==> src/rtl/grid_mesh_edge_cell_indexer_top_macros.svh <==
// Assertion macros for the mesh edge/cell indexer.
`ifndef GRID_MESH_EDGE_CELL_INDEXER_TOP_MACROS_SVH
`define GRID_MESH_EDGE_CELL_INDEXER_TOP_MACROS_SVH

// same-cycle implication
`define GMEI_ASSERT_IMP(lbl, pre, post, msg) \
  lbl: assert property (@(posedge clk) disable iff (!rst_n) (pre) |-> (post)) \
    else $error(msg);

// next-cycle implication
`define GMEI_ASSERT_NXT(lbl, pre, post, msg) \
  lbl: assert property (@(posedge clk) disable iff (!rst_n) (pre) |=> (post)) \
    else $error(msg);

`endif

==> src/rtl/gmei_pkg.sv <==
// Shared types and codes for the mesh edge/cell indexer.
package gmei_pkg;

  localparam int DIM_BITS_DEF = 10;
  localparam int CFG_W        = 11;
  localparam int CELL_W       = 20;
  localparam int EDGE_W       = 22;
  localparam int BPS          = 4;   // quotient bits per divider stage

  localparam logic [1:0] SIDE_BOTTOM = 2'd0;
  localparam logic [1:0] SIDE_TOP    = 2'd1;
  localparam logic [1:0] SIDE_LEFT   = 2'd2;
  localparam logic [1:0] SIDE_RIGHT  = 2'd3;

  typedef enum logic [0:0] {
    REG_ROWS = 1'b0,
    REG_COLS = 1'b1
  } cfg_idx_t;

  typedef enum logic [2:0] {
    POS_BOTTOM = 3'd0,
    POS_TOP    = 3'd1,
    POS_LEFT   = 3'd2,
    POS_RIGHT  = 3'd3,
    POS_NONE   = 3'd4
  } pos_t;

  typedef struct packed {
    logic [CELL_W-1:0] cell_index;
    logic [1:0]        cell_side;
    logic [EDGE_W-1:0] edge_index;
    logic              edge_side;
  } in_t;

  typedef struct packed {
    logic [EDGE_W-1:0] side_edge;
    logic [CELL_W-1:0] neighbor_cell;
    logic              neighbor_missing;
    logic [2:0]        edge_position;
    logic              edge_horizontal;
    logic              edge_inner;
    logic              fixed_value_boundary;
    logic              flux_boundary;
    logic              index_out_of_range;
  } out_t;

endpackage

==> src/rtl/grid_mesh_edge_cell_indexer_top.sv <==
// Top level of the structured quad mesh edge/cell indexer.
//
// Input channel (in_valid/in_stall/in_data) takes one query per cycle while
// in_stall is low: a cell with a side and an edge with a side. Output channel
// (out_valid/out_stall/out_data) returns one result per query, in order.
// Config port (cfg_we/cfg_addr/cfg_wdata) sets mesh rows and columns;
// values are saturated to 1..2^DIM_BITS. Write it only while idle.
//
// Pipeline: input reg, prep, NDS divider stages (4 quotient bits each,
// 6 at default widths), multiply, output reg. Throughput is one item per
// cycle, held only by the handshake and by the settle period below.
// Reset clears all valids. After reset and after any config write,
// in_stall stays high while the mesh size products settle.
// A stall on the output holds the output register; bubbles upstream
// still collapse, so the input keeps taking items until the pipe fills.
`include "grid_mesh_edge_cell_indexer_top_macros.svh"

module grid_mesh_edge_cell_indexer_top #(
  parameter int DIM_BITS = gmei_pkg::DIM_BITS_DEF
) (
  input  logic                          clk,
  input  logic                          rst_n,
  input  logic                          in_valid,
  output logic                          in_stall,
  input  gmei_pkg::in_t                 in_data,
  output logic                          out_valid,
  input  logic                          out_stall,
  output gmei_pkg::out_t                out_data,
  input  logic                          cfg_we,
  input  gmei_pkg::cfg_idx_t            cfg_addr,
  input  logic [gmei_pkg::CFG_W-1:0]    cfg_wdata
);
  import gmei_pkg::*;

  localparam int DW     = (DIM_BITS + 1 < CFG_W) ? DIM_BITS + 1 : CFG_W;
  localparam int DVW    = DW + 1;
  localparam int CW     = 2 * DW + 1;
  localparam int PW     = 2 * DVW;
  localparam int NDS    = (EDGE_W + BPS - 1) / BPS;
  localparam int DIVW   = NDS * BPS;
  localparam int NST    = NDS + 4;
  localparam int ST_MUL = NDS + 2;
  localparam int ST_OUT = NDS + 3;
  localparam logic [31:0] MAXD   = 32'd1 << DIM_BITS;
  localparam logic [1:0]  SETTLE = 2'd3;

  typedef struct packed {
    logic [1:0]      side;
    logic            es;
    logic            cell_ok;
    logic            edge_ok;
    logic            is_h;
    logic [DIVW-1:0] csr;
    logic [DVW-1:0]  crem;
    logic [DIVW-1:0] esr;
    logic [DVW-1:0]  erem;
    logic [DVW-1:0]  ediv;
  } div_t;

  typedef struct packed {
    logic           cell_ok;
    logic           edge_ok;
    logic           have_n;
    logic [PW-1:0]  pa;
    logic [DVW-1:0] ca;
    logic [CW-1:0]  hadd;
    logic [PW-1:0]  pb;
    logic [DW-1:0]  nc;
    pos_t           pos;
    logic           horiz;
    logic           inner;
    logic           fixed;
    logic           flux;
  } mul_t;

  // config and derived mesh sizes
  logic [DW-1:0]  rows_r, cols_r, cfg_dim;
  logic [DVW-1:0] colsp1_r;
  logic [CW-1:0]  ncells_r, hcount_r, nedges_r;
  logic [1:0]     settle_r;

  always_comb begin
    if (cfg_wdata == '0) begin
      cfg_dim = DW'(1);
    end else if ({{(32-CFG_W){1'b0}}, cfg_wdata} > MAXD) begin
      cfg_dim = MAXD[DW-1:0];
    end else begin
      cfg_dim = cfg_wdata[DW-1:0];
    end
  end

  always_ff @(posedge clk) begin
    if (!rst_n) begin
      rows_r   <= DW'(1);
      cols_r   <= DW'(1);
      settle_r <= SETTLE;
    end else if (cfg_we) begin
      unique case (cfg_addr)
        REG_ROWS: rows_r <= cfg_dim;
        REG_COLS: cols_r <= cfg_dim;
        default: ;
      endcase
      settle_r <= SETTLE;
    end else if (settle_r != 2'd0) begin
      settle_r <= settle_r - 2'd1;
    end
  end

  always_ff @(posedge clk) begin
    ncells_r <= CW'(rows_r) * CW'(cols_r);
    colsp1_r <= {1'b0, cols_r} + DVW'(1);
    hcount_r <= ncells_r + CW'(cols_r);
    nedges_r <= (ncells_r << 1) + CW'(cols_r) + CW'(rows_r);
  end

  // handshake chain
  logic [NST-1:0] vld_r;
  logic [NST-1:0] rdy;
  logic           in_acc;

  always_comb begin
    rdy[NST-1] = !vld_r[NST-1] || !out_stall;
    for (int k = NST - 2; k >= 0; k--) begin
      rdy[k] = !vld_r[k] || rdy[k+1];
    end
  end

  assign in_stall = !rdy[0] || (settle_r != 2'd0);
  assign in_acc   = in_valid && !in_stall;

  always_ff @(posedge clk) begin
    if (!rst_n) begin
      vld_r <= '0;
    end else begin
      if (rdy[0]) vld_r[0] <= in_acc;
      for (int k = 1; k < NST; k++) begin
        if (rdy[k]) vld_r[k] <= vld_r[k-1];
      end
    end
  end

  // datapath
  in_t  in_r;
  div_t div_r [0:NDS];
  div_t prep_nxt;
  div_t step_nxt [1:NDS];
  mul_t mul_r, mul_nxt;
  out_t out_r, out_nxt;

  always_comb begin
    logic [EDGE_W-1:0] ev;
    logic              h;
    h  = {{(32-EDGE_W){1'b0}}, in_r.edge_index} < 32'(hcount_r);
    ev = EDGE_W'({{(32-EDGE_W){1'b0}}, in_r.edge_index} - 32'(hcount_r));
    prep_nxt.side    = in_r.cell_side;
    prep_nxt.es      = in_r.edge_side;
    prep_nxt.cell_ok = {{(32-CELL_W){1'b0}}, in_r.cell_index} < 32'(ncells_r);
    prep_nxt.edge_ok = {{(32-EDGE_W){1'b0}}, in_r.edge_index} < 32'(nedges_r);
    prep_nxt.is_h    = h;
    prep_nxt.csr     = DIVW'(in_r.cell_index);
    prep_nxt.crem    = '0;
    prep_nxt.esr     = DIVW'(h ? in_r.edge_index : ev);
    prep_nxt.erem    = '0;
    prep_nxt.ediv    = h ? {1'b0, cols_r} : colsp1_r;
  end

  // restoring division, BPS quotient bits per stage, both dividers in step
  for (genvar g = 1; g <= NDS; g++) begin : g_div
    always_comb begin
      div_t           s;
      logic [DVW:0]   t;
      logic [DVW-1:0] cd;
      s  = div_r[g-1];
      cd = {1'b0, cols_r};
      for (int i = 0; i < BPS; i++) begin
        t     = {s.crem, s.csr[DIVW-1]};
        s.csr = {s.csr[DIVW-2:0], 1'b0};
        if (t >= {1'b0, cd}) begin
          s.crem   = DVW'(t - {1'b0, cd});
          s.csr[0] = 1'b1;
        end else begin
          s.crem = t[DVW-1:0];
        end
        t     = {s.erem, s.esr[DIVW-1]};
        s.esr = {s.esr[DIVW-2:0], 1'b0};
        if (t >= {1'b0, s.ediv}) begin
          s.erem   = DVW'(t - {1'b0, s.ediv});
          s.esr[0] = 1'b1;
        end else begin
          s.erem = t[DVW-1:0];
        end
      end
      step_nxt[g] = s;
    end
  end

  always_comb begin
    div_t           d;
    logic [DW-1:0]  r, c, er, ec, ra, nr, nc;
    logic [DVW-1:0] ma, r1, c1;
    logic           side_lo, border, both;
    d       = div_r[NDS];
    r       = d.csr[DW-1:0];
    c       = d.crem[DW-1:0];
    er      = d.esr[DW-1:0];
    ec      = d.erem[DW-1:0];
    side_lo = (d.side == SIDE_BOTTOM) || (d.side == SIDE_TOP);
    ra      = r + DW'(d.side == SIDE_TOP);
    ma      = side_lo ? {1'b0, cols_r} : colsp1_r;
    nr      = (d.is_h && !d.es) ? er - DW'(1) : er;
    nc      = (!d.is_h && !d.es) ? ec - DW'(1) : ec;
    r1      = {1'b0, r} + DVW'(1);
    c1      = {1'b0, c} + DVW'(1);
    both    = d.cell_ok && d.edge_ok;

    mul_nxt.cell_ok = d.cell_ok;
    mul_nxt.edge_ok = d.edge_ok;
    mul_nxt.pa      = PW'(ra) * PW'(ma);
    mul_nxt.ca      = {1'b0, c} + DVW'(d.side == SIDE_RIGHT);
    mul_nxt.hadd    = side_lo ? '0 : hcount_r;
    mul_nxt.pb      = PW'(nr) * PW'(cols_r);
    mul_nxt.nc      = nc;
    if (d.is_h) begin
      mul_nxt.have_n = d.es ? (er < rows_r) : (er != '0);
      border         = (er == '0) || (er == rows_r);
    end else begin
      mul_nxt.have_n = d.es ? (ec < cols_r) : (ec != '0);
      border         = (ec == '0) || (ec == cols_r);
    end

    mul_nxt.pos = POS_NONE;
    if (both) begin
      if (d.is_h) begin
        if (er == r && ec == c)                  mul_nxt.pos = POS_BOTTOM;
        else if ({1'b0, er} == r1 && ec == c)    mul_nxt.pos = POS_TOP;
      end else begin
        if (er == r && ec == c)                  mul_nxt.pos = POS_LEFT;
        else if (er == r && {1'b0, ec} == c1)    mul_nxt.pos = POS_RIGHT;
      end
    end

    mul_nxt.horiz = d.edge_ok && d.is_h;
    mul_nxt.fixed = d.edge_ok && d.is_h && (er == rows_r);
    mul_nxt.inner = d.edge_ok && !border;
    mul_nxt.flux  = d.edge_ok && border && !(d.is_h && (er == rows_r));
  end

  always_comb begin
    logic [31:0] se, nb;
    logic        hit;
    se  = 32'(mul_r.pa) + 32'(mul_r.ca) + 32'(mul_r.hadd);
    nb  = 32'(mul_r.pb) + 32'(mul_r.nc);
    hit = mul_r.edge_ok && mul_r.have_n;
    out_nxt.side_edge            = mul_r.cell_ok ? se[EDGE_W-1:0] : '0;
    out_nxt.neighbor_cell        = hit ? nb[CELL_W-1:0] : '0;
    out_nxt.neighbor_missing     = !hit;
    out_nxt.edge_position        = mul_r.pos;
    out_nxt.edge_horizontal      = mul_r.horiz;
    out_nxt.edge_inner           = mul_r.inner;
    out_nxt.fixed_value_boundary = mul_r.fixed;
    out_nxt.flux_boundary        = mul_r.flux;
    out_nxt.index_out_of_range   = !(mul_r.cell_ok && mul_r.edge_ok);
  end

  always_ff @(posedge clk) begin
    if (rdy[0]) in_r <= in_data;
    if (rdy[1]) div_r[0] <= prep_nxt;
    for (int k = 1; k <= NDS; k++) begin
      if (rdy[k+1]) div_r[k] <= step_nxt[k];
    end
    if (rdy[ST_MUL]) mul_r <= mul_nxt;
    if (rdy[ST_OUT]) out_r <= out_nxt;
  end

  assign out_valid = vld_r[NST-1];
  assign out_data  = out_r;

  `GMEI_ASSERT_NXT(a_cfg_blocks_input, cfg_we, in_stall, "item taken right after config write")
  `GMEI_ASSERT_IMP(a_oor_no_position, out_valid && out_data.index_out_of_range, out_data.edge_position == POS_NONE, "position given for out-of-range index")
  `GMEI_ASSERT_IMP(a_missing_zero, out_valid && out_data.neighbor_missing, out_data.neighbor_cell == '0, "missing neighbor with nonzero cell")
  `GMEI_ASSERT_IMP(a_class_excl, out_valid, $onehot0({out_data.edge_inner, out_data.fixed_value_boundary, out_data.flux_boundary}), "edge classes overlap")

endmodule

==> config.mk <==
export PLATFORM = sky130hd
export DESIGN_NAME = grid_mesh_edge_cell_indexer_top
export DESIGN_NICKNAME = d
export VERILOG_FILES = /design/src/rtl/gmei_pkg.sv /design/src/rtl/grid_mesh_edge_cell_indexer_top.sv
export VERILOG_INCLUDE_DIRS = /design/src /design/src/rtl
export SDC_FILE = /design/constraint.sdc
export NUM_CORES = 2
export LEC_CHECK = 0
export BUFFER_PORTS_ARGS = -buffer_cell sky130_fd_sc_hd__buf_4
export CAP_MARGIN = 20
export CORE_MARGIN = 2
export CORE_UTILIZATION = 46
export DETAILED_ROUTE_END_ITERATION = 10
export GPL_ROUTABILITY_DRIVEN = 0
export GPL_TIMING_DRIVEN = 0
export PLACE_DENSITY = 0.71
export RECOVER_POWER = 50
export SETUP_SLACK_MARGIN = 0.05
export SLEW_MARGIN = 20
export SYNTH_ARGS = -nofsm -noshare
export SYNTH_HDL_FRONTEND = slang
export SYNTH_SLANG_ARGS = --single-unit
==> constraint.sdc <==
create_clock -name clk -period 12.5 [get_ports clk]
set_input_delay 2.5 -clock clk [delete_from_list [all_inputs] [get_ports clk]]
set_output_delay 2.5 -clock clk [all_outputs]
set_load 0.02 [all_outputs]
After elaboration in Yosys (flattened, before gate mapping)
Memory sizes are Yosys's and may differ from the RTL's.
Cells that the tools add are included.
{ "classes": {"eq_ne": 8, "mul": 3, "bitwise": 2, "order_cmp": 54, "n_mux": 126, "add_sub_neg": 63, "n_reduce_logical": 58} }
{ "op_table": {"columns": ["op", "count"], "rows": [
  ["2-to-1 mux 12 bit", 50],
  [">= comparator 13 x 11 -> 1 bit", 24],
  [">= comparator 13 x 12 -> 1 bit", 24],
  ["subtractor 12 x 11 -> 12 bit", 24],
  ["subtractor 12 bit", 24],
  ["2-to-1 mux 1 bit", 66],
  ["adder 23 x 11 -> 23 bit", 2],
  ["< comparator 22 x 23 -> 1 bit", 2],
  ["equality test 11 bit", 4],
  ["2-to-1 mux 11 bit", 4],
  ["adder 11 x 1 -> 12 bit (second input constant)", 3],
  ["zero test 11 bit", 3],
  ["equality test 11 x 12 -> 1 bit", 2],
  ["adder 22 x 11 -> 23 bit", 1],
  ["adder 22 x 12 -> 22 bit", 1],
  ["adder 22 bit", 1],
  ["< comparator 11 bit", 2],
  ["< comparator 20 x 22 -> 1 bit", 1],
  ["multiplier 11 x 11 -> 22 bit", 1],
  ["multiplier 11 x 12 -> 22 bit", 1],
  ["2-to-1 mux 22 bit", 1],
  ["nonzero test 11 bit", 2],
  ["subtractor 11 x 1 -> 11 bit (second input constant)", 2],
  ["subtractor 22 bit", 1],
  ["17 further kinds", 68]
]} }
{ "word_totals": {"ff_bits": 307, "memories": 1, "output_inout_bits": 53, "mem_bits_rw": 630} }
{ "memory_table": {"columns": ["name", "words", "word_bits", "rd", "rd_ports_with_merged_regs", "wr", "line", "source"], "rows": [
  ["div_r", 7, 90, 7, 0, 7, "grid_mesh_edge_cell_indexer_top.sv:144", "div_t div_r [0:NDS];"]
]} }

Logic depth before layout (Yosys ltp)
{ "logic_depth": {"ltp_word": 15, "ltp_mapped": 50, "depth_no_buf": 45} }

Worst setup path before layout
OpenSTA, ideal clock, no wires.
{ "synth_path": {"path_type": "register to register", "from": "register cols_r[1]", "to": "memory div_r[4][49] in the netlist's numbering (data pin)", "n_path_buf": 5, "t_required_ps": 12239, "stages_incl_launch_ff": 45, "setup_time_ps": 261, "slack_ps": 96, "arrival_ps": 12144, "synth_period_minus_slack_ps": 12404, "cell_sequence": "dfxtp_1 clkbuf_1 inv_1 clkbuf_1 ha_1 nor2b_1 o31ai_1 a21oi_1 o21ai_0 a21oi_2 clkbuf_1 o21ai_0 inv_1 ha_1 nor2b_1 o31a_1 o211ai_1 a21oi_1 [... 9 more ...] o211ai_1 o211ai_1 or4b_1 a21oi_2 clkbuf_1 mux2i_1 ha_1 nor2b_1 o21ai_0 a21boi_1 o211ai_1 a21oi_1 o31ai_1 o31ai_1 or3_1 nor3_1 nor2_1 a221o_1"} }
{ "synth_lines": {"columns": ["item", "line", "source"], "rows": [
  ["start: declaration", "grid_mesh_edge_cell_indexer_top.sv:77", "logic [DW-1:0] rows_r, cols_r, cfg_dim;"],
  ["start signal: assignment", "grid_mesh_edge_cell_indexer_top.sv:100", "REG_COLS: cols_r <= cfg_dim;"],
  ["end: declaration", "grid_mesh_edge_cell_indexer_top.sv:144", null]
]} }

==> summary.txt <==
Max layer used: met5
Area contributors post-synth: edfxtp_1, ha_1, fa_1, xnor2_1, inv_1
Pin count of the biggest net entering global routing: 54
Area leader, netlist: edfxtp_1
TritonCTS clock tree: done
Max Freq: 84.7 MHz
Mapped cell area: 72,400 um2
Routed WL: 192,000 um
M1 WL: 81,500 um
Arr. time, crit path: 12,270 ps
Final setup vio count: 0
Seq/Total Area, Yosys: 30.3%
Crit path capture type: register
DR pass1 iterations: 6
Async set-reset flop share out of synthesis: 0%
CP Launch Type: register
GRT Residual Overflow: 0
Slew Limit Fails: 223
Crit path largest cell delay: 560 ps
Slowest CP cell: or4b_1
Gr usage total: 23.5%
Htree depth: 3
Max Cap Viol: 6
CTS Buffer Depth: 3
Number of global-route vias before repair: 56,650
Die area: 160,000 um2
Clk_skew: 55.0 ps
Die Wd: 401 um
Initial Utilization: 46.3%
IO Count: 115
# fillers: 13,929
DR iter-0 viols: 5,034
Avg WL per Cell: 19.2 um
Post-synth EDFFs: 653
Syn. warnings: 0
WP buf/inv: 10
Clock Latency Late Sink: 740 ps
Syn nets: 8,872
#FFs+latches synth: 767
DR vias: 57,803
Nets: 9,105
DR vias/cell: 5.78
Final Cycle Share: 94.5%
Routed Antenna Nets: 0
Share of cells above drive strength 1: 8.15%
Fin. Hold Viols: 0
Die Height: 401 um
TritonCTS buffer count: 89
Critical path data required time: 12,950 ps
Failing checks: capacitance limit, slew limit
Area growth, synth to finish: 9.59%
Synthesized area per cell: 9.48 um2
HP Class: reg2reg
Synth top area share: 27.1%
Slew headroom: -97.9%
Top FF cell, synth: edfxtp_1
Distinct cells, synth: 106
Setup TNS: 0 ps
Critical Path Fanout Max: 29
Routed wl met2: 86,500 um
Min Tclk post-route: 11,810 ps
CTS sink cnt: 767
Metal3 WL: 15,100 um
Status: finished, violations left
Crit path max-delay family: compound AO/OA/AOI/OAI gates
Root Buffer: clkbuf_16
Worst Max-Slew Pin Slew: 2970 ps
Core Footprint: 156,000 um2
Row Count: 145
Post-Synthesis Cells: 7,630
Port buffer count: 114
Post-route DRC: 0
CP Class: reg2reg
Post-DP HPWL: 152,000 um
Initial antenna violation count: 9
Clk slew on worst S/H paths: 60 ps
First-pass GRT wire length: 303,000 um
==> flip-flops by register name (all words and copies together) (netlist names) <==
name and cells:
div_r 460, cols_r 11, out_data 51, settle_r 2, ncells_r 22, hcount_r 23, colsp1_r 12, nedges_r 23
rows_r 11, in_r 45, vld_r 10, mul_r 97
==> final timing paths <==
check | startpoint | end | slack (ps) | cells past startpoint
max | cols_r[1] | div_r[4][50] | 690 | 48
min | div_r[0][41] | div_r[1][45] | 410 | 0
max reg2reg | cols_r[1] | div_r[4][50] | 690 | 48
min reg2reg | div_r[0][41] | div_r[1][45] | 410 | 0
==> routing by layer <==
layer,track usage [%],up-vias
met2,37.8,2041
met3,4.19,451
met4,10.8,6
met1,30.7,27714
li1,-,27591
met5,0,-
==> final cells by class <==
cell class	instances	area (um2)	share of cell area (%)
tap	2058	2570	3.25
buffer	177	752	0.948
timing repair buffer	144	1250	1.58
inverter	766	2890	3.65
clock inverter	65	557	0.702
antenna	7	17.5	0.0221
sequential	767	21900	27.6
clock buffer	101	2320	2.93
multi-input combinational	5918	47000	59.3
==> metrics by stage <==
step,util [%],cells,worst slack [ps],instance area (um2),hold WS (ps)
2_1_floorplan,-,7630,95.6,72400,400
3_5_place_dp,48.9,9822,-2080,76300,405
5_1_grt,50.8,10000,-14.0,79300,418
3_3_place_gp,48.5,9802,-4010,75800,401
4_1_cts,50.8,9991,85.8,79300,414
6_report,50.8,10003,689,79300,406
==> worst register-to-register path, delay by kind of cell, from the launching register on <==
family / cells / cell delay [ps]
adders and majority gates: 4 / 1260
AOI/OAI and AO/OA: 24 / 5120
DFF: 1 / 460
and+or+nand+nor: 9 / 2370
buffers and inverters: 10 / 2040
muxes: 1 / 310
==> kinds of logic (layout without fill, tap and decap cells) <==
group	Yosys count	count (layout)	synth area share, %
buffers and inverters	945	1253	4.97
and+or+nand+nor	2270	2270	15.3
muxes	321	321	4.93
AOI/OAI and AO/OA	1600	1600	14.2
xor gates and xnor gates	547	547	6.62
adders and majority gates	1180	1180	23.7
DFF	767	767	30.3
other	0	7	0
==> cell usage in the layout, fill, tap and decap left out, types with 53 or more instances in the layout <==
| cell type | count |
|---|---|
| edfxtp_1 | 653 |
| nand2b_1 | 105 |
| a21o_1 | 144 |
| ha_1 | 864 |
| nor2_1 | 574 |
| clkbuf_16 | 92 |
| nor3_1 | 169 |
| mux2i_1 | 67 |
| nand4_1 | 104 |
| and2_1 | 86 |
| o21a_1 | 118 |
| fa_1 | 316 |
| and3_1 | 53 |
| inv_1 | 749 |
| a21boi_0 | 62 |
| nand3_1 | 143 |
| buf_4 | 77 |
| o21ai_0 | 374 |
| a21oi_1 | 443 |
| clkbuf_1 | 166 |
| xnor2_1 | 372 |
| mux2_2 | 210 |
| xor2_1 | 175 |
| nor2b_1 | 177 |
| nand2_1 | 600 |
| dfxtp_1 | 111 |
==> Yosys cell counts (21+ instances only) <==
cell type,instances
a211oi_1,45
a21boi_0,62
a21o_1,144
a21oi_1,445
a221o_1,22
a31oi_1,36
and2_1,117
and3_1,53
buf_2,21
clkbuf_1,151
dfxtp_1,114
edfxtp_1,653
fa_1,316
ha_1,864
inv_1,759
mux2_1,29
mux2_2,210
mux2i_1,71
nand2_1,602
nand2b_1,105
nand3_1,144
nand4_1,104
nor2_1,575
nor2b_1,177
nor3_1,171
nor3b_1,44
nor4_1,34
o211ai_1,38
o21a_1,118
o21ai_0,384
o21bai_1,47
o31a_1,23
o31ai_1,37
o41ai_1,21
or2_2,31
or3_1,47
xnor2_1,372
xor2_1,175
==> timing repair <==
| action | CTS | global route |
|---|---|---|
| gates cloned | 0 | 1 |
| hold buffers | 0 | 0 |
| setup endpoints to repair | 36 | 131 |
| pin swaps | 2 | 8 |
| gates resized for setup | 21 | 60 |
| buffers inserted | 3 | 5 |
Power is left out: the tool's default activity adds up to more than one toggle a clock period on the data nets, which glitch-free logic cannot reach.
